### config.mk
export PLATFORM = sky130hd
export DESIGN_NAME = msc_ram
export DESIGN_NICKNAME = d
export VERILOG_FILES = /design/src/rtl/core/mips_subset_single_cycle_core_assert.svh /design/src/rtl/core/msc_ram.sv
export SDC_FILE = /design/constraint.sdc
export NUM_CORES = 1
export LEC_CHECK = 0
export ABC_AREA = 1
export BUFFER_PORTS_ARGS = -buffer_cell sky130_fd_sc_hd__buf_2
export CORE_ASPECT_RATIO = 1.5
export CORE_MARGIN = 8
export CORE_UTILIZATION = 35
export DETAILED_ROUTE_END_ITERATION = 8
export GPL_ROUTABILITY_DRIVEN = 0
export PLACE_DENSITY_LB_ADDON = 0.12
export SLEW_MARGIN = 30
export SYNTH_ARGS = -nofsm -noshare
export SYNTH_HDL_FRONTEND = slang
export SYNTH_SLANG_ARGS = --single-unit
### constraint.sdc
create_clock -name clk -period 1.7 [get_ports clk]
set_input_delay 0.34 -clock clk [delete_from_list [all_inputs] [get_ports clk]]
set_output_delay 0.34 -clock clk [all_outputs]
set_load 0.01 [all_outputs]
### src/rtl/core/mips_subset_single_cycle_core_assert.svh
// ============================================================================
// mips_subset_single_cycle_core_assert.svh
// Assertion macros for the core RTL.
// ============================================================================
`ifndef MIPS_SUBSET_SINGLE_CYCLE_CORE_ASSERT_SVH
`define MIPS_SUBSET_SINGLE_CYCLE_CORE_ASSERT_SVH

// Same-cycle implication, checked while out of reset.
`define MSC_ASSERT_IMP(lbl, ck, rn, ante, cons) \
    lbl: assert property (@(posedge ck) disable iff (!rn) (ante) |-> (cons)) \
        else $error("msc: same-cycle check failed");

// Next-cycle implication, checked while out of reset.
`define MSC_ASSERT_NXT(lbl, ck, rn, ante, cons) \
    lbl: assert property (@(posedge ck) disable iff (!rn) (ante) |=> (cons)) \
        else $error("msc: next-cycle check failed");

`endif

### src/rtl/core/msc_ram.sv
// ============================================================================
// msc_ram
// Generic single-port-write, single-port-read RAM with registered read.
// ============================================================================
module msc_ram #(
    parameter int WIDTH = 8,
    parameter int DEPTH = 16
) (
    input  logic                     clk,
    input  logic                     we,
    input  logic [$clog2(DEPTH)-1:0] waddr,
    input  logic [WIDTH-1:0]         wdata,
    input  logic [$clog2(DEPTH)-1:0] raddr,
    output logic [WIDTH-1:0]         rdata
);

    logic [WIDTH-1:0] mem_reg [DEPTH];
    logic [WIDTH-1:0] rdata_reg;

    // Read returns old data on a same-address write.
    always_ff @(posedge clk)
    begin
        if (we)
        begin
            mem_reg[waddr] <= wdata;
        end
        rdata_reg <= mem_reg[raddr];
    end

    assign rdata = rdata_reg;

endmodule

==> reports/metrics.csv <==
stage,metric,value,unit
run_status,outcome,completed,
die,core area,16190,um^2
timing,# setup viols final,0,
timing,worst setup margin,0.3902,ns
drt,Pre-Repair DR Iteration Count,5,
synthesis,synth unique cells,12,
drt,DRC violations left,0,
pwr,Static Leak,2.937,nW
pwr,worst vdd ir,0.5270,mV
pwr,Cell Pwr Density,1166,nW/um^2
final_layout,Final Cell Area,6794,um^2
timing,RSZ-0062 raised after global routing,no,
clock_tree,CTS clock-pin slew for the worst setup and hold paths,0.06,ns
critical_path,type of element launching the critical path,flip-flop,
critical_path,CP bufs+invs,1,
final_layout,fillers,1576,
final_layout,max reg flops,128,
clock_tree,clk buf depth,2,
grt,initial antenna violation count,0,
die,die area,20920,um^2
grt,global-route wire length before repair,22.47,mm
synthesis,syn nets,569,
synthesis,Ys Warns,0,
critical_path,crit-path cells,buf_2,
flow_run,max_cap viols,0,
critical_path,Critical Path RT,1.36,ns
min_path,worst hold path class,input port to flip-flop,
timing,min Tclk post-route,1.310,ns
place,Placement Setup Slack,0.2018,ns
critical_path,crit-path leading delay family,flip-flops,
die,Die X,120.8,um
die,Die Span Y,173.2,um
drt,routed wire length,14.28,mm
clock_tree,Root Buffer,clkbuf_16,
timing,Slew HR,0.7464,
clock_tree,htree depth,4,
clock_tree,Inserted Clock Buffers,17,
synthesis,syn avg cell area,10.47,um^2
final_layout,Sequential Area,4004,um^2
final_layout,Layout Area Growth over Synthesis,17.81,%
drt,vias per cell,4.656,
critical_path,CP endpoint kind,output port,
final_layout,multi-input logic area,1214,um^2
timing,setup TNS,0,ns
place,Post-DP HPWL,9.094,mm
clock_tree,post-CTS setup buffer count,0,
timing,final-report hold violation count,0,
critical_path,CP max stage delay,0.40,ns
grt,GR Overflow Total,0,
die,num ports,26,
clock_tree,post-cts hold buffer count,0,
synthesis,number of synthesized register bits,136,
drt,1st-iter DRT viols,219,
critical_path,CP arrival,0.97,ns
timing,Worst Skew,0.004700,ns
die,# rows,57,
final_layout,layout cells sized above 1,0.1301,
critical_path,CP max FO,1,
grt,vias in the first global route,3929,
clock_tree,post-CTS sizing,0,
drt,Routed Antenna Nets,0,
place,Port-buffer cells,25,
synthesis,post-synthesis cell area,5767,um^2
synthesis,sequential fraction of the synthesis area,0.6943,
timing,Least-Margin Pin Slew,0.3803,ns
final_layout,nets,612,
grt,largest net degree at the start of global routing,65,
grt,Total GRT Usage,0.1454,
drt,vias,3785,
drt,Wirelength per Cell,17.56,um
clock_tree,Skew-Pair Late Insertion Delay,0.42,ns
final_layout,n_diodes,0,
timing,period utilisation layout,0.7705,
clock_tree,CTS tree,yes,
critical_path,CP max stage cell,dfxtp_1,
timing,fin. max-slew vios,0,
clock_tree,Sink Count,136,
place,DP Area,6206,um^2
critical_path,critical path type,flip-flop to output port,
die,starting density of the core,0.3562,
synthesis,Gate Count Post-Synth,551,
timing,Fmax,0.7635,GHz
[layout by cell type, fill, tap and decap left out, drive strengths merged]
| cell type | synthesis | final |
|---|---|---|
| clkbuf | 0 | 19 |
| nand3 | 97 | 97 |
| clkinvlp | 0 | 2 |
| buf | 24 | 48 |
| inv | 102 | 102 |
| nand2 | 173 | 173 |
| edfxtp | 128 | 128 |
| nand3b | 2 | 2 |
| dfxtp | 8 | 8 |
| clkinv | 0 | 8 |
| bufinv | 0 | 3 |
| nor2 | 17 | 17 |
[per-stage QoR]
step / hold WS, ns / utilization / std cells / power (mW)
after floorplan: 0.4389 / - / 551 / 4.111
after global placement: 0.6672 / 0.3833 / 781 / 4.342
after detailed placement: 0.6514 / 0.3833 / 781 / 4.344
after CTS: 0.2822 / 0.4197 / 813 / 7.988
after global routing: 0.3033 / 0.4197 / 813 / 8.178
final: 0.2867 / 0.4197 / 813 / 7.919
[kinds of logic after synthesis]
kind of cell	count (synthesis)	share of synthesized area
and+or+nand+nor	289	0.2105
DFF	136	0.6943
buffers and inverters	126	0.09525
[final timing paths]
check                      start        to  cells after the start  slack [ns]
setup / recovery        rdata[3]  rdata[3]                      1        0.39
hold / removal          raddr[3]  rdata[5]                      3        0.29
setup reg to reg   mem_reg[6][5]  rdata[5]                      6        0.65
hold reg to reg   mem_reg[12][2]  rdata[2]                      6        0.66
[per-layer routing]
layer  GRT usage  vias up  wire, um
li1            -     1858         -
met2      0.2552       73      7490
met4     0.07841        0       501
met1      0.1606     1831      5782
met5           0        -         0
met3     0.02804       23       502
[worst reg2reg max path: stages, from the launching register on]
cell	delay, ns
edfxtp_1	0.39
inv_1	0.07
nand2_1	0.05
nand3_1	0.09
nand3_1	0.11
nand3_1	0.17
nand2_1	0.07
[layout make-up]
class | count | share of cell area
Inverter | 102 | 0.05635
Timing Repair Buffer | 48 | 0.05120
Sequential cell | 136 | 0.5893
Multi-Input combinational cell | 289 | 0.1786
Tap cell | 206 | 0.03794
Clock inverter | 13 | 0.02284
Clock buffer | 19 | 0.06372
[where the power goes]
| part | switching [mW] | total (mW) | internal, mW |
|---|---|---|---|
| Sequential | 0.0263 | 3.78 | 3.75 |
| Combinational | 0.337 | 0.483 | 0.146 |
| Clock | 1.37 | 3.66 | 2.29 |
| Total | 1.73 | 7.92 | 6.19 |
[cells in the mapped netlist]
cell type  number  area, um^2
nor2_1         17       63.81
inv_1         100       375.4
nand2_1       173       649.4
buf_4           4       30.03
nand3_1        97       485.5
inv_2           2       7.510
dfxtp_1         8       160.2
buf_6           6       67.56
buf_1           1       3.750
edfxtp_1      128        3844
nand3b_1        2       15.01
buf_2          13       65.06
Power figures use the tool's default switching activity.
