$ cat src/rtl/core/mips_subset_single_cycle_core_assert.svh
// ============================================================================
// mips_subset_single_cycle_core_assert.svh
// Assertion macros for the core RTL.
// ============================================================================
`ifndef MIPS_SUBSET_SINGLE_CYCLE_CORE_ASSERT_SVH
`define MIPS_SUBSET_SINGLE_CYCLE_CORE_ASSERT_SVH

// Same-cycle implication, checked while out of reset.
`define MSC_ASSERT_IMP(lbl, ck, rn, ante, cons) \
    lbl: assert property (@(posedge ck) disable iff (!rn) (ante) |-> (cons)) \
        else $error("msc: same-cycle check failed");

// Next-cycle implication, checked while out of reset.
`define MSC_ASSERT_NXT(lbl, ck, rn, ante, cons) \
    lbl: assert property (@(posedge ck) disable iff (!rn) (ante) |=> (cons)) \
        else $error("msc: next-cycle check failed");

`endif

$ cat src/rtl/core/msc_pkg.sv
// ============================================================================
// msc_pkg
// Opcodes, constants and shared types of the MIPS subset core.
// ============================================================================
package msc_pkg;

    localparam int DATA_BYTES_DEF = 4096;
    localparam int OQ_DEPTH       = 4;

    localparam logic [5:0] OPC_RTYPE = 6'b000000;
    localparam logic [5:0] OPC_J     = 6'b000010;
    localparam logic [5:0] OPC_BEQ   = 6'b000100;
    localparam logic [5:0] OPC_ADDIU = 6'b001001;
    localparam logic [5:0] OPC_LW    = 6'b100011;
    localparam logic [5:0] OPC_SW    = 6'b101011;

    localparam logic [2:0] FN_ADDU = 3'd1;
    localparam logic [2:0] FN_SUBU = 3'd3;
    localparam logic [2:0] FN_AND  = 3'd4;
    localparam logic [2:0] FN_OR   = 3'd5;
    localparam logic [2:0] FN_NOR  = 3'd7;

    localparam logic [31:0] HALT_WORD = 32'hFFFF_FFFF;

    // Execute stage outcome.
    typedef struct packed {
        logic [31:0] npc;
        logic        rf_we;
        logic [4:0]  rf_addr;
        logic [31:0] rf_data;
        logic        load;
        logic        store;
        logic        fault;
        logic [31:0] ea;
    } ex_t;

    // Data memory request from the execute stage.
    typedef struct packed {
        logic        store;
        logic        preload;
        logic [31:0] ea;
        logic [31:0] wdata;
        logic [11:0] paddr;
        logic [7:0]  pbyte;
    } dmem_req_t;

    // One result transaction.
    typedef struct packed {
        logic [31:0] next_pc;
        logic        halted;
        logic        reg_write;
        logic [4:0]  write_reg;
        logic [31:0] write_value;
        logic        mem_store;
        logic        mem_fault;
    } result_t;

endpackage

$ cat src/rtl/core/msc_outq.sv
// ============================================================================
// msc_outq
// Result queue that decouples the pipeline from output stall.
// ============================================================================
module msc_outq
    import msc_pkg::*;
(
    input  logic                          clk,
    input  logic                          rst_n,
    input  logic                          push,
    input  result_t                       push_res,
    input  logic                          stall,
    output logic                          valid,
    output result_t                       res,
    output logic [$clog2(OQ_DEPTH+1)-1:0] count
);

    localparam int PW = $clog2(OQ_DEPTH);
    localparam int CW = $clog2(OQ_DEPTH + 1);

    result_t       entry_reg [OQ_DEPTH];
    logic [PW-1:0] wr_ptr_reg;
    logic [PW-1:0] rd_ptr_reg;
    logic [CW-1:0] count_reg;
    logic          pop;

    assign valid = count_reg != '0;
    assign pop   = valid && !stall;
    assign res   = entry_reg[rd_ptr_reg];
    assign count = count_reg;

    always_ff @(posedge clk or negedge rst_n)
    begin
        if (!rst_n)
        begin
            wr_ptr_reg <= '0;
            rd_ptr_reg <= '0;
            count_reg  <= '0;
        end
        else
        begin
            if (push)
            begin
                wr_ptr_reg <= wr_ptr_reg + 1'b1;
            end
            if (pop)
            begin
                rd_ptr_reg <= rd_ptr_reg + 1'b1;
            end
            if (push && !pop)
            begin
                count_reg <= count_reg + 1'b1;
            end
            else if (pop && !push)
            begin
                count_reg <= count_reg - 1'b1;
            end
        end
    end

    always_ff @(posedge clk)
    begin
        if (push)
        begin
            entry_reg[wr_ptr_reg] <= push_res;
        end
    end

endmodule

$ cat config.mk
export PLATFORM = sky130hd
export DESIGN_NAME = msc_outq
export DESIGN_NICKNAME = d
export VERILOG_FILES = /design/src/rtl/core/mips_subset_single_cycle_core_assert.svh /design/src/rtl/core/msc_pkg.sv /design/src/rtl/core/msc_outq.sv
export SDC_FILE = /design/constraint.sdc
export NUM_CORES = 1
export LEC_CHECK = 0
export BUFFER_PORTS_ARGS = -buffer_cell sky130_fd_sc_hd__buf_2
export CORE_ASPECT_RATIO = 0.6
export CORE_UTILIZATION = 45
export DETAILED_ROUTE_END_ITERATION = 10
export PLACE_DENSITY_LB_ADDON = 0.15
export SLEW_MARGIN = 15
export SYNTH_ARGS = -nofsm -noshare
export SYNTH_HDL_FRONTEND = slang
export SYNTH_SLANG_ARGS = --single-unit
$ cat constraint.sdc
create_clock -name clk -period 3.7 [get_ports clk]
set_input_delay 0.74 -clock clk [delete_from_list [all_inputs] [get_ports clk]]
set_output_delay 0.74 -clock clk [all_outputs]
set_load 0.05 [all_outputs]
==> impl_metrics.env, run 1 <==
export IMPL_crit_chain="buf_4 > mux4_2 > buf_2"
export IMPL_fmax_mhz=312
export IMPL_async_flop_share_pct=2.34
export IMPL_clk_latency_ns=0.53
export IMPL_final_max_slew_violation_count=0
export IMPL_grt_max_degree=45
export IMPL_slowest_delay_ns=0.59
export IMPL_period_share_pct=86.6
export IMPL_die_x_um=203
export IMPL_ys_types=20
export IMPL_io_pins=154
export IMPL_start_util_pct=46.6
export IMPL_die_area_sq_mm=0.0249
export IMPL_antenna_found_initial=3
export IMPL_p_total_mw=11.9
export IMPL_h_tree_depth=1
export IMPL_first_global_vias=5326
export IMPL_hp_class="in -> async"
export IMPL_post_cts_buffers=0
export IMPL_overflow=0
export IMPL_slew_limit_headroom_pct=61.9
export IMPL_rows=43
export IMPL_cts_max_path_buffers=3
export IMPL_synthCells=415
export IMPL_cts_tree="built"
export IMPL_worstPathArrival_ns=2.47
export IMPL_root_buffer="clkbuf_16"
export IMPL_slowest_stage="dfrtp_4"
export IMPL_cts_resized_gates=0
export IMPL_portBuffers=153
export IMPL_routed_wl_um=20300
export IMPL_clock_skew_ns=0.00468
export IMPL_detail_route_antenna_nets=0
export IMPL_postCtsHoldBufs=0
export IMPL_syn_to_final_growth_pct=18.4
export IMPL_synth_edff_count=292
export IMPL_firstDrtPassIters=4
export IMPL_grt_use_total_pct=16.9
export IMPL_crit_required_ns=2.96
export IMPL_grt_pass1_wl_um=30900
export IMPL_fin_util_pct=55.2
export IMPL_detail_route_wl_per_cell_um=22.0
export IMPL_clock_sinks=299
export IMPL_p_per_area_mw_per_mm2=918
export IMPL_final_cell_mix="edfxtp_1, buf_2, mux4_2"
export IMPL_die_y_um=123
export IMPL_yosysSeqAreaShare_pct=81.8
export IMPL_start_kind="flip-flop"
export IMPL_fillerInstances=1817
export IMPL_drive_gt1_share_pct=46.1
export IMPL_synth_ff_type="edfxtp_1"
export IMPL_instances_no_fill=922
export IMPL_end_kind="output pin"
export IMPL_final_common_cell="edfxtp_1"
export IMPL_path_clk_slew_ns=0.06
export IMPL_finalCriticalPeriod_ns=3.21
export IMPL_ys_seq_elements=299
export IMPL_crit_buf_inv=2
export IMPL_ff2ff_setup_slack_ns=1.50
export IMPL_nets=672
export IMPL_dp_hpwl_um=12100
export IMPL_vias=4832
export IMPL_drc_errors=0
export IMPL_core_sq_mm=0.0235
export IMPL_crit_path_max_fanout=25
export IMPL_cap_viol_max_count=0
export IMPL_critPathTopFamily="buffers and inverters"
export IMPL_largest_reg_flops=292
export IMPL_worst_pin_slew_ns=0.572
export IMPL_synth_net_count=498
export IMPL_gp_congestion=0.717
export IMPL_hold_worst_slack_ns=0.0339
export IMPL_yosys_warnings=0
export IMPL_status="complete, no violations"
export IMPL_hold_violations=0
export IMPL_vias_per_cell=5.24
export IMPL_setup_tns_ns=0
export IMPL_leakage_nw=4.40
export IMPL_synth_area_sq_mm=0.0109
export IMPL_vdd_drop_max_mv=0.560
export IMPL_reg2reg_to="count[2]"
export IMPL_worstSetupPathType="reg -> out"
export IMPL_dp_cells=875
export IMPL_rsz0062_at_grt="false"
export IMPL_avgSynthCellArea_sq_um=26.3
export IMPL_report_final_setup_viol=0
export IMPL_rr_worst_depth=8
export IMPL_cts_buffers=27
export IMPL_drt_iter0_markers=265
export IMPL_r2r_start="count[0]"
area by class of cell:
type	instances	area [sq um]	share of cell area (%)
multi-input combinational	96	1860	14.4
inverter	4	15.0	0.116
sequential	299	8950	69.2
clock inverter	13	119	0.918
timing repair buffer	161	901	6.96
antenna	2	5.00	0.0387
tap	315	394	3.05
clock buffer	32	694	5.37
worst reg2reg max path, stage by stage, from the launching register on:
cell     delay (ns)
dfrtp_1        0.45
nor3_1         0.36
or2_2          0.21
ha_1           0.20
inv_1          0.08
fa_1           0.38
xor2_1         0.15
nor2_1         0.13
xor2_1         0.15
worst max-delay path by stage:
stage | start | cells after the start | end
detailed placement | rd_ptr_reg[0] | 3 | res[55]
CTS | rd_ptr_reg[0] | 3 | res[55]
floorplan | push | 1 | entry_reg[0][0]
global placement | rd_ptr_reg[0] | 3 | res[43]
finish | rd_ptr_reg[0] | 3 | res[55]
global route | rd_ptr_reg[0] | 3 | res[48]
metrics by stage:
stage | instance area, sq um | worst slack [ns]
after floorplan | 10900 | 0.814
after global placement | 12100 | 1.01
after detailed placement | 12100 | 0.988
after CTS | 12900 | 0.396
after global routing | 12900 | 0.317
final | 12900 | 0.494
report_power, final:
| part | leakage, nW | internal, mW | switching [mW] |
|---|---|---|---|
| Clock | 0.393 | 1.47 | 1.13 |
| Combinational | 1.25 | 1.38 | 3.21 |
| Sequential | 2.76 | 4.43 | 0.255 |
per-layer routing:
layer  track usage, %  part of all wire (%)  vias to the layer above
met5                0                 0.054                        -
met4             3.99                   1.8                        2
met3             5.15                   6.3                       33
met2             28.6                    49                      117
met1             21.7                    43                     2547
li1                 -                     -                     2133
cells in the mapped netlist, types with 2 or more instances:
master / n / area, sq um
dfrtp_1: 7 / 175
buf_6: 6 / 67.6
edfxtp_1: 292 / 8770
buf_2: 7 / 35.0
buf_4: 2 / 15.0
xnor2_1: 2 / 17.5
and2_1: 4 / 25.0
xor2_1: 4 / 35.0
ha_1: 5 / 62.6
mux4_2: 73 / 1640
inv_1: 4 / 15.0
logic make-up after synthesis:
kind of cell	Yosys count	share of synthesized area [%]
compound gates	1	0.0457
fa+ha+maj	6	0.755
xor+xnor	6	0.481
flops	299	81.8
buf+inv	20	1.25
mux	74	15.1
simple gates	9	0.515
Note: power is estimated with default switching activity, not from simulation.
==> inputs of run 2 (changes only) <==
--- a/config.mk
+++ b/config.mk
@@ -5,6 +5,7 @@
 export SDC_FILE = /design/constraint.sdc
 export NUM_CORES = 1
 export LEC_CHECK = 0
+export ABC_AREA = 1
 export BUFFER_PORTS_ARGS = -buffer_cell sky130_fd_sc_hd__buf_2
 export CORE_ASPECT_RATIO = 0.6
 export CORE_UTILIZATION = 45
==> impl_metrics.env, run 2 <==
export IMPL_hp_class="in -> async"
export IMPL_final_max_slew_violation_count=0
export IMPL_grt_pass1_wl_um=36400
export IMPL_h_tree_depth=1
export IMPL_period_share_pct=84.5
export IMPL_detail_route_wl_per_cell_um=16.4
export IMPL_clock_skew_ns=0.00968
export IMPL_drive_gt1_share_pct=20.2
export IMPL_met2_usage_pct=25.7
export IMPL_yosys_warnings=0
export IMPL_crit_required_ns=2.96
export IMPL_die_area_sq_mm=0.0275
export IMPL_core_sq_mm=0.0264
export IMPL_ys_seq_elements=299
export IMPL_rr_worst_depth=5
export IMPL_slowest_stage="inv_2"
export IMPL_status="complete, no violations"
export IMPL_avgSynthCellArea_sq_um=13.3
export IMPL_root_buffer="clkbuf_16"
export IMPL_start_kind="flip-flop"
export IMPL_postCtsHoldBufs=0
export IMPL_final_cell_mix="edfxtp_1, nand2_1, inv_1, buf_2, o211ai_1"
export IMPL_critPathTopFamily="buffers and inverters"
export IMPL_worstPathArrival_ns=2.39
export IMPL_synth_common_cells="edfxtp_1, nand2_1, inv_1"
export IMPL_worst_pin_slew_ns=1.02
export IMPL_synth_top_area_cell="edfxtp_1"
export IMPL_vias=6844
export IMPL_synth_edff_count=292
export IMPL_leakage_nw=5.69
export IMPL_finalCriticalPeriod_ns=3.13
export IMPL_slew_limit_headroom_pct=32.2
export IMPL_syn_to_final_growth_pct=16.1
export IMPL_portBuffers=153
export IMPL_yosysMostFrequentCell="edfxtp_1"
export IMPL_drt_iter0_markers=449
export IMPL_drc_errors=0
export IMPL_synthCells=906
export IMPL_hold_worst_slack_ns=0.0349
export IMPL_hold_violations=0
export IMPL_synth_area_sq_mm=0.0121
export IMPL_routed_wl_um=23700
export IMPL_io_pins=154
export IMPL_first_global_vias=6379
export IMPL_reg2reg_to="entry_reg[0][72]"
export IMPL_met1_usage_pct=26.2
export IMPL_crit_buf_inv=3
export IMPL_vias_per_cell=4.75
export IMPL_firstDrtPassIters=5
export IMPL_slowest_delay_ns=0.43
export IMPL_gp_congestion=0.725
export IMPL_vdd_drop_max_mv=0.497
export IMPL_ys_types=17
export IMPL_clk_latency_ns=0.54
export IMPL_setup_tns_ns=0
export IMPL_largest_reg_flops=292
export IMPL_nets=1142
export IMPL_ff2ff_setup_slack_ns=1.76
export IMPL_start_util_pct=45.8
export IMPL_fin_util_pct=53.1
export IMPL_yosys_area_top_type_share_pct=72.5
export IMPL_p_per_area_mw_per_mm2=930
export IMPL_fmax_mhz=320
export IMPL_rsz0062_at_grt="false"
export IMPL_cts_tree="built"
export IMPL_r2r_start="wr_ptr_reg[0]"
export IMPL_grt_use_total_pct=17.4
export IMPL_overflow=0
export IMPL_synth_area_leaders="edfxtp_1, o211ai_1, nand2_1"
export IMPL_p_total_mw=13.1
export IMPL_async_flop_share_pct=2.34
export IMPL_cap_viol_max_count=0
export IMPL_die_y_um=129
export IMPL_post_cts_buffers=0
export IMPL_cp_num_cells=5
export IMPL_dp_hpwl_um=13900
export IMPL_crit_chain="inv_2 > buf_4 > o211ai_1 > nand2_1 > buf_2"
export IMPL_worstSetupPathType="reg -> out"
export IMPL_path_clk_slew_ns=0.06
export IMPL_busiest_layer="met1"
export IMPL_cts_buffers=28
export IMPL_final_common_cell="edfxtp_1"
export IMPL_rows=46
export IMPL_use_met3_pct=4.39
export IMPL_antenna_found_initial=3
export IMPL_clock_sinks=299
export IMPL_yosysSeqAreaShare_pct=74.0
export IMPL_crit_path_max_fanout=27
export IMPL_grt_max_degree=107
export IMPL_die_x_um=214
export IMPL_detail_route_antenna_nets=0
export IMPL_end_kind="output pin"
export IMPL_cts_resized_gates=0
export IMPL_report_final_setup_viol=0
export IMPL_synth_net_count=989
export IMPL_cts_max_path_buffers=3
export IMPL_synth_ff_type="edfxtp_1"
==> run 2: cell count changes in the layout (fill, tap and decap cells not counted), sizes merged, moves of 4 or more <==
cell / change
clkbuf: +4
buf: +11
and2: -4
clkinv: +6
mux4: -73
o211ai: +146
nand2: +237
inv: +151
==> run 2: cell families (layout without fill, tap and decap cells) <==
kind of cell               after synthesis  count (layout)  share of synthesized area [%]
adders and majority gates                6               6                          0.683
DFF                                    299             299                           74.0
xor gates and xnor gates                 2               2                          0.145
AOI/OAI and AO/OA                      147             147                           9.11
and+or+nand+nor                        244             244                           7.63
other                                    0               2                              0
buffers and inverters                  208             382                           8.44
==> run 2: power by group <==
group          leakage, nW  switching [mW]  total (mW)  internal (mW)
clock                0.453            1.19        2.90           1.71
combinational         2.47            4.34        5.57           1.23
sequential            2.76           0.152        4.58           4.43
==> run 2: metrics by stage <==
stage	cells	instance area (sq um)	setup slack, ns
after detailed placement	1389	13100	1.07
after global routing	1440	14000	0.388
after global placement	1389	13100	1.08
after CTS	1440	14000	0.494
final	1442	14000	0.574
after floorplan	906	12100	0.827
==> run 2: per-layer routing <==
layer / routed length [um] / vias to the layer above
met5: 0 / -
met4: 334 / 0
met3: 1320 / 26
met2: 10100 / 139
met1: 11900 / 3212
li1: - / 3467
==> run 2: layout make-up <==
class,instances,area (sq um)
Fill cell,2272,12400
Sequential cell,299,8940
Multi-Input combinational cell,399,2120
Timing Repair Buffer,172,983
Clock buffer,36,752
Inverter,159,609
Tap cell,360,450
Clock inverter,15,169
Antenna cell,2,5.00
==> run 2: worst max path at each step <==
stage	slack, ns	from	end
6_report	0.57	rd_ptr_reg[1]	res[54]
5_1_grt	0.39	rd_ptr_reg[1]	res[54]
3_3_place_gp	1.08	rd_ptr_reg[1]	res[54]
4_1_cts	0.49	rd_ptr_reg[1]	res[54]
3_5_place_dp	1.07	rd_ptr_reg[1]	res[54]
2_1_floorplan	0.83	push	entry_reg[1][0]
