===== src/rtl/core/mips_subset_single_cycle_core_assert.svh =====
// ============================================================================
// mips_subset_single_cycle_core_assert.svh
// Assertion macros for the core RTL.
// ============================================================================
`ifndef MIPS_SUBSET_SINGLE_CYCLE_CORE_ASSERT_SVH
`define MIPS_SUBSET_SINGLE_CYCLE_CORE_ASSERT_SVH

// Same-cycle implication, checked while out of reset.
`define MSC_ASSERT_IMP(lbl, ck, rn, ante, cons) \
    lbl: assert property (@(posedge ck) disable iff (!rn) (ante) |-> (cons)) \
        else $error("msc: same-cycle check failed");

// Next-cycle implication, checked while out of reset.
`define MSC_ASSERT_NXT(lbl, ck, rn, ante, cons) \
    lbl: assert property (@(posedge ck) disable iff (!rn) (ante) |=> (cons)) \
        else $error("msc: next-cycle check failed");

`endif


===== src/rtl/core/msc_pkg.sv =====
// ============================================================================
// msc_pkg
// Opcodes, constants and shared types of the MIPS subset core.
// ============================================================================
package msc_pkg;

    localparam int DATA_BYTES_DEF = 4096;
    localparam int OQ_DEPTH       = 4;

    localparam logic [5:0] OPC_RTYPE = 6'b000000;
    localparam logic [5:0] OPC_J     = 6'b000010;
    localparam logic [5:0] OPC_BEQ   = 6'b000100;
    localparam logic [5:0] OPC_ADDIU = 6'b001001;
    localparam logic [5:0] OPC_LW    = 6'b100011;
    localparam logic [5:0] OPC_SW    = 6'b101011;

    localparam logic [2:0] FN_ADDU = 3'd1;
    localparam logic [2:0] FN_SUBU = 3'd3;
    localparam logic [2:0] FN_AND  = 3'd4;
    localparam logic [2:0] FN_OR   = 3'd5;
    localparam logic [2:0] FN_NOR  = 3'd7;

    localparam logic [31:0] HALT_WORD = 32'hFFFF_FFFF;

    // Execute stage outcome.
    typedef struct packed {
        logic [31:0] npc;
        logic        rf_we;
        logic [4:0]  rf_addr;
        logic [31:0] rf_data;
        logic        load;
        logic        store;
        logic        fault;
        logic [31:0] ea;
    } ex_t;

    // Data memory request from the execute stage.
    typedef struct packed {
        logic        store;
        logic        preload;
        logic [31:0] ea;
        logic [31:0] wdata;
        logic [11:0] paddr;
        logic [7:0]  pbyte;
    } dmem_req_t;

    // One result transaction.
    typedef struct packed {
        logic [31:0] next_pc;
        logic        halted;
        logic        reg_write;
        logic [4:0]  write_reg;
        logic [31:0] write_value;
        logic        mem_store;
        logic        mem_fault;
    } result_t;

endpackage


===== src/rtl/core/msc_exec.sv =====
// ============================================================================
// msc_exec
// Decode, ALU, branch/jump target and effective address with range check.
// ============================================================================
module msc_exec
    import msc_pkg::*;
#(
    parameter int DATA_BYTES = DATA_BYTES_DEF
) (
    input  logic [31:0] instr,
    input  logic [31:0] opa,
    input  logic [31:0] opb,
    input  logic [31:0] pc,
    output ex_t         ex
);

    logic [31:0] pc4;
    logic [31:0] imm;
    logic [31:0] ea;
    logic        in_rng;

    always_comb
    begin
        pc4    = pc + 32'd4;
        imm    = {{16{instr[15]}}, instr[15:0]};
        ea     = opa + imm;
        in_rng = ea < 32'(DATA_BYTES - 3);
        ex     = '0;
        ex.npc = pc4;
        ex.ea  = ea;
        unique case (instr[31:26]) inside
            OPC_RTYPE:
            begin
                ex.rf_addr = instr[15:11];
                ex.rf_we   = 1'b1;
                unique case (instr[2:0])
                    FN_ADDU: ex.rf_data = opa + opb;
                    FN_SUBU: ex.rf_data = opa - opb;
                    FN_AND:  ex.rf_data = opa & opb;
                    FN_OR:   ex.rf_data = opa | opb;
                    FN_NOR:  ex.rf_data = ~(opa | opb);
                    default:
                    begin
                        ex.rf_we   = 1'b0;
                        ex.rf_addr = 5'd0;
                    end
                endcase
            end
            OPC_ADDIU:
            begin
                ex.rf_we   = 1'b1;
                ex.rf_addr = instr[20:16];
                ex.rf_data = ea;
            end
            OPC_LW, OPC_SW:
            begin
                if (!in_rng)
                begin
                    ex.fault = 1'b1;
                end
                else if (instr[31:26] == OPC_LW)
                begin
                    ex.load    = 1'b1;
                    ex.rf_we   = 1'b1;
                    ex.rf_addr = instr[20:16];
                end
                else
                begin
                    ex.store = 1'b1;
                end
            end
            OPC_BEQ:
            begin
                if (opa == opb)
                begin
                    ex.npc = pc4 + {imm[29:0], 2'b00};
                end
            end
            OPC_J:
            begin
                ex.npc = {pc4[31:28], instr[25:0], 2'b00};
            end
            default:
            begin
                ex.npc = pc4;
            end
        endcase
    end

endmodule


===== config.mk =====
export PLATFORM = sky130hd
export DESIGN_NAME = msc_exec
export DESIGN_NICKNAME = d
export VERILOG_FILES = /design/src/rtl/core/mips_subset_single_cycle_core_assert.svh /design/src/rtl/core/msc_pkg.sv /design/src/rtl/core/msc_exec.sv
export SDC_FILE = /design/constraint.sdc
export NUM_CORES = 1
export LEC_CHECK = 0
export BUFFER_PORTS_ARGS = -buffer_cell sky130_fd_sc_hd__buf_2
export CORE_ASPECT_RATIO = 1.1
export CORE_MARGIN = 1.5
export CORE_UTILIZATION = 25
export DETAILED_ROUTE_END_ITERATION = 10
export GPL_ROUTABILITY_DRIVEN = 0
export SLEW_MARGIN = 0
export SYNTH_ARGS = -nofsm -noshare
export SYNTH_HDL_FRONTEND = slang
export SYNTH_SLANG_ARGS = --single-unit

===== constraint.sdc =====
create_clock -name vclk -period 4.4
set_input_delay 0.44 -clock vclk [all_inputs]
set_output_delay 0.44 -clock vclk [all_outputs]
set_load 0.02 [all_outputs]

==> out/qor.csv, run 1 <==
stage,metric,value,unit
grt,global routing's busiest layer,met2,
floorplan,die area,37900,µm²
routing,Starting DRT DRC Count,1125,
layout,FF/Latch Area,0,µm²
job,maxcap violations,0,
layout,post-route cell area,12400,µm²
worst_setup_path,worst path bufs/invs,4,
min_path,min-delay src,instr[19],
yosys,post-synth cell types,83,
worst_setup_path,type of origin of the critical path,primary input,
routing,Detailed Routing Iterations Pass 1,5,
timing,fin crit share,99.4,%
clocking,CTS hold repair buffers,0,
power,Worst VDD drop,68.3,µV
min_path,hold path depth,3,
layout,"leading cell type in the layout, fill and taps excluded",buf_2,
timing,unrepaired setup endpoints after global routing,yes,
yosys,syn_nets,1684,
floorplan,Chip Width,186,µm
routing,vias per inst,5.29,
grt,met3 Track Usage GR,3.64,%
floorplan,core area,36200,µm²
timing,Final Slew Violations,0,
yosys,synthesized area,9200,µm²
timing,Worst-Margin Slew,0.880,ns
floorplan,die height,204,µm
grt,GR Overflow Total,0,
worst_setup_path,Worst path max stage delay,0.41,ns
placement,Post-Place Cell Area,11800,µm²
grt,met2 usage,35.7,%
layout,share of post-route cells with drive strength above 1,28.2,%
layout,most frequent cells in the layout,"221 x buf_2, 155 x buf_4, 150 x ha_1",
timing,Peak Freq,0.229,GHz
timing,PnR worst setup slack,0.0254,ns
power,PD cells,145,nW/µm²
yosys,Synth top area share,21.2,%
layout,Clock buffer cells,0,
timing,minimum clock period,4.37,ns
min_path,Hold Crit Class,in2out,
layout,final net count,2010,
outcome,status,"complete, no violations",
grt,largest net degree at the start of global routing,61,
yosys,Area contributors post-synth,"ha_1 21%, o21ai_0 7.6%, xnor2_1 6.5%",
timing,Worst slew margin,41.2,%
worst_setup_path,CP required,3.96,ns
worst_setup_path,Worst Setup Path Type,in2out,
grt,Total GRT Usage,20.0,%
placement,Port-buffer cells,233,
grt,first-pass GRT wire length,60.5,mm
timing,final setup vio count,0,
worst_setup_path,largest fanout on the critical path,10,
yosys,YS warnings,0,
routing,# DRC,0,
power,Leak Pwr,0.00587,µW
routing,WL/cell,18.2,µm
yosys,Mapped Cells,1396,
layout,Fillers,3975,
grt,met1 Use GR,25.4,%
grt,vias in the first global route,11148,
layout,seq_cells,0,
routing,final wirelength,40.4,mm
worst_setup_path,Critical Path AT,3.93,ns
worst_setup_path,Top delay family on crit path,compound AO/OA/AOI/OAI gates,
placement,Setup WS pre-CTS,-0.296,ns
routing,detailed-route via count,11707,
floorplan,Initial Util,25.4,%
floorplan,IO Pins,233,
min_path,"Endpoint, Worst Hold",ex[70],
yosys,Synth area leader,ha_1,
routing,post-route ant nets,0,
yosys,Avg Inst Size Synth,6.59,µm²
grt,initial antenna violation count,7,
worst_setup_path,"Slowest-stage cell, CP",or3_4,
worst_setup_path,endpoint class of the critical path,output pin,
placement,DP HPWL,33.4,mm
worst_setup_path,CP Cell Sequence,"buf_2, buf_4, ha_1, a21oi_1, nor2_1, or3_1, o21a_4, a311o_1, or3_4, o31ai_4, buf_12, a22o_1, buf_6",
layout,P&R area growth vs syn,34.5,%
timing,Hold Fails Final Rpt,0,
floorplan,row cnt,73,
yosys,sequential area share after synthesis,0,%
-- area by class of cell --
type	count	area (µm²)	share of cell area, %
well taps	487	609	4.93
multi-input cells	1194	8820	71.3
inverters	138	518	4.19
diodes	5	12.5	0.101
repair buffers	388	2410	19.5
-- worst min-delay path, stage by stage --
cell and delay, ns:
buf_2 0.09, a22o_1 0.13, buf_6 0.12
-- timing repair --
item / in CTS / in global routing
pin swaps: 12 / 38
buffers inserted: 2 / 8
gates resized for setup: 18 / 82
setup endpoints to repair: 15 / 28
-- through the flow --
stage	hold WS, ns	setup TNS [ns]	cells	total power, µW	util [%]
after floorplan	1.02	0	1396	1030	-
after global placement	1.22	-1.60	2197	1660	32.7
after detailed placement	1.23	-2.32	2197	1680	32.7
after CTS	1.23	0	2199	1710	33.0
after global routing	1.24	-0.446	2208	1940	34.2
final	1.22	0	2212	1790	34.2
-- routing by layer --
metal  wire length, µm  vias to the layer above
met5                55                        -
li1                  -                     5734
met3              3400                       50
met1             17000                     5426
met4               638                        8
met2             19300                      489
-- how the worst max path moves through the flow --
stage	from	endpoint	slack [ns]	cells after the start
2_1_floorplan	instr[1]	ex[33]	0.07	12
3_3_place_gp	opa[0]	ex[69]	-0.23	19
3_5_place_dp	opa[0]	ex[71]	-0.30	19
4_1_cts	opa[0]	ex[70]	0.006	19
5_1_grt	opa[0]	ex[67]	-0.07	19
6_report	instr[15]	ex[68]	0.03	13
-- cells in the mapped netlist, types with 3 or more instances --
master     count
ha_1         156
nand3_1       62
a311oi_1       5
a31o_2         8
o2111ai_1      5
nand2_1      106
or4_1          3
o21ai_0      140
a22oi_1       42
nor2b_1       14
fa_1           4
nand3b_1       8
or3_1          8
a211o_1        5
a21oi_1      109
and4_1         3
buf_1          7
and3_1        16
o211ai_1      14
o31ai_1        9
a31oi_1       20
o31a_1         4
inv_1        137
o22ai_1        8
a41oi_1        3
mux2i_1        9
xnor2_1       68
xor2_1        42
nand2b_1      13
nor3b_1        3
and2_1         5
a211oi_1      19
o21bai_1      28
a311o_1        5
nor3_1        22
o21a_1        14
a22o_1         5
or2_2          7
nor2_1       102
o311ai_0       4
nand4_1       11
a21o_1        19
nor4_1         8
o221ai_1      12
clkbuf_1      55
-- power by group --
group | internal [µW] | switching [µW] | leakage (µW)
Combinational | 734 | 1060 | 0.00587
Clock | 0.000152 | 0 | 0.0000000317
Sequential | 0 | 0 | 0
Total | 734 | 1060 | 0.00587
-- cells by family after synthesis --
logic type	share of synthesized area, %
multiplexers	1.22
adder cells (fa/ha/maj)	22.1
AO/OA/AOI/OAI	36.3
buffers and inverters	8.27
XOR/XNOR	10.5
AND/OR/NAND/NOR	21.6
Power figures use the tool's default switching activity.
==> run 2: changes to the inputs <==
CORE_UTILIZATION = 57   (was 25)
PLACE_DENSITY = 0.85   (was default)
SETUP_SLACK_MARGIN = 0.4   (was default)
==> run 2 against run 1 <==
Net effect:
- the run now ends with setup timing left
- critical path depth grew 9
- combinational power rose by 6%
- power increased by 5.9%
- clock-buffer cell count did not move
- utilization up 46 points
- die area decreased by 55%
- worst setup slack got worse by 0.098 ns
- first-iteration DRC count is 38% higher
- non-clock buffer count is 29 lower
- global-route usage rose by 21 points
==> out/qor.csv, run 2 (synthesis results as in run 1) <==
stage,metric,value,unit,change
outcome,status,finished with violations,,
outcome,failing checks,setup timing,,
layout,FF/Latch Area,0,µm²,unchanged
power,Worst VDD drop,74.3,µV,+8.8%
floorplan,core area,15700,µm²,-56%
timing,Worst-Margin Slew,1.23,ns,+0.349 ns
worst_setup_path,"Slowest-stage cell, CP",ha_1,,
routing,vias per inst,6.80,,+28%
worst_setup_path,Critical Path AT,4.03,ns,+0.10 ns
grt,first-pass GRT wire length,55.5,mm,-8.3%
timing,Final Slew Violations,0,,unchanged
grt,initial antenna violation count,7,,unchanged
power,PD cells,151,nW/µm²,+4.3%
routing,detailed-route via count,12887,,+10%
layout,most frequent cells in the layout,"195 x buf_2, 143 x buf_4, 130 x ha_1",,
worst_setup_path,Worst path max stage delay,0.28,ns,-0.13 ns
floorplan,IO Pins,233,,unchanged
worst_setup_path,endpoint class of the critical path,output pin,,
placement,DP HPWL,27.3,mm,-18%
timing,fin crit share,102,%,+2.2 points
layout,seq_cells,0,,unchanged
floorplan,Chip Width,124,µm,-33%
routing,final wirelength,40.1,mm,-0.73%
routing,post-route ant nets,0,,unchanged
layout,share of post-route cells with drive strength above 1,32.5,%,+4.3 points
layout,Clock buffer cells,0,,unchanged
grt,largest net degree at the start of global routing,102,,+67%
min_path,Hold Crit Class,in2out,,
placement,Port-buffer cells,233,,unchanged
timing,PnR worst setup slack,-0.0728,ns,-0.0982 ns
power,Gate power share,100.0,%,about the same
timing,Peak Freq,0.224,GHz,-2.2%
routing,Detailed Routing Iterations Pass 1,6,,+1
timing,final setup vio count,1,,+1
timing,Worst slew margin,18.1,%,-23 points
power,power share of the sequential group,0,%,unchanged
layout,Fillers,1031,,-74%
grt,GR Overflow Total,0,,unchanged
min_path,hold path depth,3,,unchanged
job,maxcap violations,0,,unchanged
worst_setup_path,Worst Setup Path Type,in2out,,
timing,setup_tns,-0.0728,ns,-0.0728 ns
timing,unrepaired setup endpoints after global routing,yes,,
placement,Setup WS pre-CTS,-0.117,ns,+0.180 ns
worst_setup_path,Top delay family on crit path,compound AO/OA/AOI/OAI gates,,
timing,minimum clock period,4.47,ns,+0.0982 ns
timing,WHS,1.19,ns,-0.0252 ns
worst_setup_path,CP required,3.96,ns,about the same
floorplan,die area,16900,µm²,-55%
timing,Hold Fails Final Rpt,0,,unchanged
grt,Total GRT Usage,40.8,%,+21 points
layout,"leading cell type in the layout, fill and taps excluded",buf_2,,
min_path,min-delay src,instr[17],,
placement,Placed Cells,1849,,-16%
layout,final net count,1981,,-1.4%
clocking,CTS hold repair buffers,0,,unchanged
power,net switching power,1130,µW,+7.2%
worst_setup_path,Crit path top cell by count,buf_4,,
floorplan,Initial Util,58.4,%,+33 points
floorplan,row cnt,48,,-34%
grt,vias in the first global route,11539,,+3.5%
routing,WL/cell,21.1,µm,+16%
layout,Non-Filler Instances,1896,,-14%
routing,Starting DRT DRC Count,1555,,+38%
power,Net Sw Frac,59.7,%,+0.72 points
worst_setup_path,largest fanout on the critical path,4,,-6
routing,# DRC,0,,unchanged
min_path,"Endpoint, Worst Hold",ex[68],,
worst_setup_path,CP Cell Sequence,"buf_6, and3_4, and3_4, and2_4, nand4_1, xnor2_2, ha_1, buf_4, inv_2, o21bai_1, a21oi_1, buf_4, a21oi_2, o2111ai_2, a311oi_2, o21a_1, o21ai_2, mux2i_1, o21ai_1, buf_4, xnor2_2, buf_4",,
power,Leak Pwr,0.00592,µW,+0.79%
worst_setup_path,type of origin of the critical path,primary input,,
power,clock share of power,0,%,unchanged
layout,P&R area growth vs syn,36.6,%,
power,P_int,763,µW,+4.0%
layout,Final Core Density,79.8,%,+46 points
floorplan,die height,136,µm,-33%
worst_setup_path,worst path bufs/invs,6,,+2
[run 2: metal layers]
metal | wire [µm] | track usage [%] | part of all wire [%]
met5 | 0 | 0 | 0
met2 | 18000 | 69.7 | 45
met1 | 13600 | 43.7 | 34
met4 | 3430 | 24.3 | 8.6
met3 | 5020 | 12.8 | 13
[run 2: timing repair]
action                                 CTS  global route
setup endpoints to repair               33            41
setup buffers                           19            23
endpoints found under the hold margin    0             0
resized for setup                      111           160
pin swaps                               52            88
[run 2: worst max-delay path by stage]
stage / cells past startpoint / from / end / slack, ns
2_1_floorplan: 18 / pc[2] / ex[104] / 0.40
3_5_place_dp: 21 / pc[2] / ex[104] / -0.12
5_1_grt: 20 / pc[7] / ex[104] / -0.17
3_3_place_gp: 21 / pc[7] / ex[104] / -0.02
6_report: 22 / pc[7] / ex[104] / -0.07
4_1_cts: 21 / pc[7] / ex[104] / 0.19
[run 2: worst min-delay path, cell delays in order]
cell and delay (ns):
buf_2 0.10, a22o_4 0.11, buf_6 0.11
[run 2: power by group through the flow]
stage / Sequential (µW) / Combinational [µW] / Clock [µW]
floorplan: 0 / 1030 / 0
global placement: 0 / 1530 / 0
global route: 0 / 2010 / 0.0000304
finish: 0 / 1890 / 0.0000800
detailed placement: 0 / 1560 / 0
CTS: 0 / 1660 / 0
[run 2: through the flow]
| stage | total power [µW] | cell area, µm² |
|---|---|---|
| 2_1_floorplan | 1030 | 9280 |
| 3_3_place_gp | 1530 | 11100 |
| 3_5_place_dp | 1560 | 11100 |
| 4_1_cts | 1660 | 11700 |
| 5_1_grt | 2010 | 12500 |
| 6_report | 1890 | 12600 |
[run 2: area by class of cell]
cell class | count | area, µm² | area share [%]
multi-input combinational | 1194 | 9460 | 75.4
tap | 200 | 250 | 1.99
inverter | 138 | 523 | 4.17
antenna | 5 | 12.5 | 0.0996
timing repair buffer | 359 | 2310 | 18.4
==> run 3: changes to the inputs <==
==> constraint.sdc (replaced) <==
create_clock -name vclk -period 4.4
set_input_delay 1.32 -clock vclk [all_inputs]
set_output_delay 1.32 -clock vclk [all_outputs]
set_load 0.02 [all_outputs]
==> run 3 against run 2 <==
Net effect:
- the run now fails in detailed placement (3_5_place_dp)
- synthesized area did not move
- synthesized cell count unchanged
==> out/qor.csv, run 3 <==
stage,metric,value,unit,change
yosys,Synth area leader,ha_1,,
floorplan,row cnt,48,,unchanged
outcome,stop err,[ERROR DPL-0033] detailed placement checks failed during check placement.,,
floorplan,die height,136,µm,unchanged
yosys,sequential area share after synthesis,0,%,unchanged
yosys,syn_nets,1684,,unchanged
yosys,"top cells by count, synth","156 x ha_1, 140 x o21ai_0, 137 x inv_1, 109 x a21oi_1, 106 x nand2_1",,
floorplan,IO Pins,233,,unchanged
placement,DP HPWL,56.1,mm,+110%
floorplan,Initial Util,58.4,%,unchanged
floorplan,Chip Width,124,µm,unchanged
yosys,Area contributors post-synth,"ha_1 21%, o21ai_0 7.6%, xnor2_1 6.5%",,
yosys,YS warnings,0,,unchanged
yosys,Mapped Cells,1396,,unchanged
yosys,post-synth cell types,83,,unchanged
yosys,Synth top area share,21.2,%,unchanged
placement,Port-buffer cells,233,,unchanged
outcome,Fail Step,detailed placement (3_5_place_dp),,
yosys,synthesized area,9200,µm²,unchanged
yosys,Avg Inst Size Synth,6.59,µm²,unchanged
outcome,status,did not finish,,
yosys,most common cell in the netlist,ha_1,,
-- run 3: cell counts after synthesis --
Identical to the previous run, type by type.
-- run 3: cell families after synthesis --
group / synth area share (%)
AO/OA/AOI/OAI: 36.3
adder cells (fa/ha/maj): 22.1
AND/OR/NAND/NOR: 21.6
XOR/XNOR: 10.5
multiplexers: 1.22
buffers and inverters: 8.27
-- run 3: per-stage QoR --
| step | hold WS, ns | std cells | TNS, ns | setup slack, ns | instance area, µm² |
|---|---|---|---|---|---|
| floorplan | 2.76 | 1396 | -38.29 | -1.29 | 10500 |
| global placement | 2.98 | 2300 | -86.62 | -1.62 | 15700 |
==> run 4: changes to the inputs <==
CORE_ASPECT_RATIO = default   (was 1.1)
CORE_UTILIZATION = 40   (was 57)
PLACE_DENSITY = default   (was 0.85)
PLACE_DENSITY_LB_ADDON = 0.15   (was default)
SETUP_SLACK_MARGIN = default   (was 0.4)
==> run 4 against run 3 <==
Net effect:
- the flow now finishes, with violations (setup timing)
==> out/qor.csv, run 4 (synthesis results as in run 1) <==
stage,metric,value,unit,change
outcome,status,finished with violations,,
outcome,failing checks,setup timing,,
timing,Hold Fails Final Rpt,0,,
routing,post-route ant nets,0,,
routing,Starting DRT DRC Count,1651,,
layout,most frequent cells in the layout,"542 x buf_4, 172 x buf_6, 128 x ha_1",,
routing,vias per inst,6.45,,
placement,Placed Cells,2383,,
routing,WL/cell,24.2,µm,
timing,unrepaired setup endpoints after global routing,yes,,
timing,final setup vio count,97,,
worst_setup_path,end of the critical path,ex[104],,
layout,Final Core Density,84.4,%,
min_path,Hold Crit Class,in2out,,
timing,Final Slew Violations,0,,
layout,Clock buffer cells,0,,
grt,vias in the first global route,14675,,
timing,Worst slew margin,34.2,%,
grt,first-pass GRT wire length,74.4,mm,
grt,largest net degree at the start of global routing,90,,
placement,DP HPWL,34.0,mm,-39%
layout,P&R area growth vs syn,107,%,
floorplan,row cnt,55,,+15%
timing,Peak Freq,0.155,GHz,
worst_setup_path,Critical Path AT,5.13,ns,
routing,final wirelength,60.0,mm,
power,Leak Pwr,0.00901,µW,
grt,GR Overflow Total,0,,
timing,Worst-Margin Slew,0.987,ns,
floorplan,die area,23900,µm²,
routing,# DRC,0,,
layout,FF/Latch Area,0,µm²,
worst_setup_path,Worst Setup Path Type,in2out,,
worst_setup_path,endpoint class of the critical path,output pin,,
timing,minimum clock period,6.45,ns,
layout,final net count,2480,,
worst_setup_path,crit path launch,pc[6],,
placement,Port-buffer cells,233,,unchanged
floorplan,Initial Util,40.7,%,-18 points
layout,share of post-route cells with drive strength above 1,57.4,%,
timing,PnR worst setup slack,-2.05,ns,
layout,Fillers,1155,,
floorplan,IO Pins,233,,unchanged
floorplan,core area,22600,µm²,
floorplan,die height,155,µm,+14%
layout,Non-Filler Instances,2479,,
job,maxcap violations,0,,
layout,"leading cell type in the layout, fill and taps excluded",buf_4,,
grt,initial antenna violation count,6,,
power,Worst VDD drop,100,µV,
floorplan,Chip Width,155,µm,+25%
timing,WHS,2.96,ns,
routing,detailed-route via count,15978,,
layout,seq_cells,0,,
worst_setup_path,type of origin of the critical path,primary input,,
clocking,CTS hold repair buffers,0,,
timing,fin crit share,147,%,
worst_setup_path,largest fanout on the critical path,3,,
routing,Detailed Routing Iterations Pass 1,8,,
grt,Total GRT Usage,38.5,%,
power,PD cells,161,nW/µm²,
worst_setup_path,CP required,3.08,ns,
## run 4: per-stage QoR
step	setup TNS [ns]	area, µm²	setup WS [ns]	total power, µW
finish	-102.87	19100	-2.05	3070
floorplan	-37.88	10400	-1.29	1180
global route	-108.10	19000	-2.06	3190
detailed placement	-90.96	15600	-1.75	2210
global placement	-88.14	15600	-1.67	2180
CTS	-81.27	17800	-1.54	2570
## run 4: routing by layer
layer  routed length (µm)  global-route usage, %  up-vias
li1                     -                      -     6670
met3                 6910                   4.65      589
met5                   38                      0        -
met2                26900                   70.6     1383
met4                 6680                   21.5        6
met1                19500                   43.1     7330
## run 4: critical path, stage by stage
cell and delay, ns:
buf_6 0.07, and3_4 0.18, and3_4 0.21, and2_4 0.17
nand4_1 0.17, xnor2_2 0.41, ha_4 0.23, nand3_2 0.08
nor3_2 0.20, o211ai_1 0.21, a21oi_2 0.37, o2111ai_2 0.22
a311oi_2 0.36, o21a_1 0.24, o21ai_2 0.10, mux2i_1 0.20
o21ai_2 0.09, xnor2_2 0.13, buf_4 0.16
## run 4: report_power, final
| part | total (µW) | internal [µW] | switching (µW) |
|---|---|---|---|
| Clock | 0.0000451 | 0.0000451 | 0 |
| Sequential | 0 | 0 | 0 |
| Combinational | 3070 | 1460 | 1610 |
| Total | 3070 | 1460 | 1610 |
## run 4: how the worst min path moves through the flow
stage / startpoint / to / slack (ns) / cells after the start
final: instr[19] / ex[70] / 2.96 / 3
after global routing: instr[19] / ex[70] / 2.97 / 3
after CTS: instr[20] / ex[71] / 2.96 / 3
after detailed placement: pc[0] / ex[73] / 2.99 / 3
after global placement: pc[0] / ex[73] / 2.98 / 3
after floorplan: instr[16] / ex[67] / 2.76 / 1
## run 4: repair_timing
action / CTS / global route
gates cloned: 3 / 2
pin swaps: 210 / 194
buffers inserted: 71 / 58
setup endpoints to repair: 96 / 97
gates resized for setup: 404 / 231
## run 4: area by class of cell
cell class | instances | area (µm²) | share of cell area, %
antenna | 4 | 10.0 | 0.0525
multi-input combinational | 1195 | 11000 | 57.8
inverter | 138 | 588 | 3.09
tap | 285 | 357 | 1.87
timing repair buffer | 857 | 7080 | 37.1
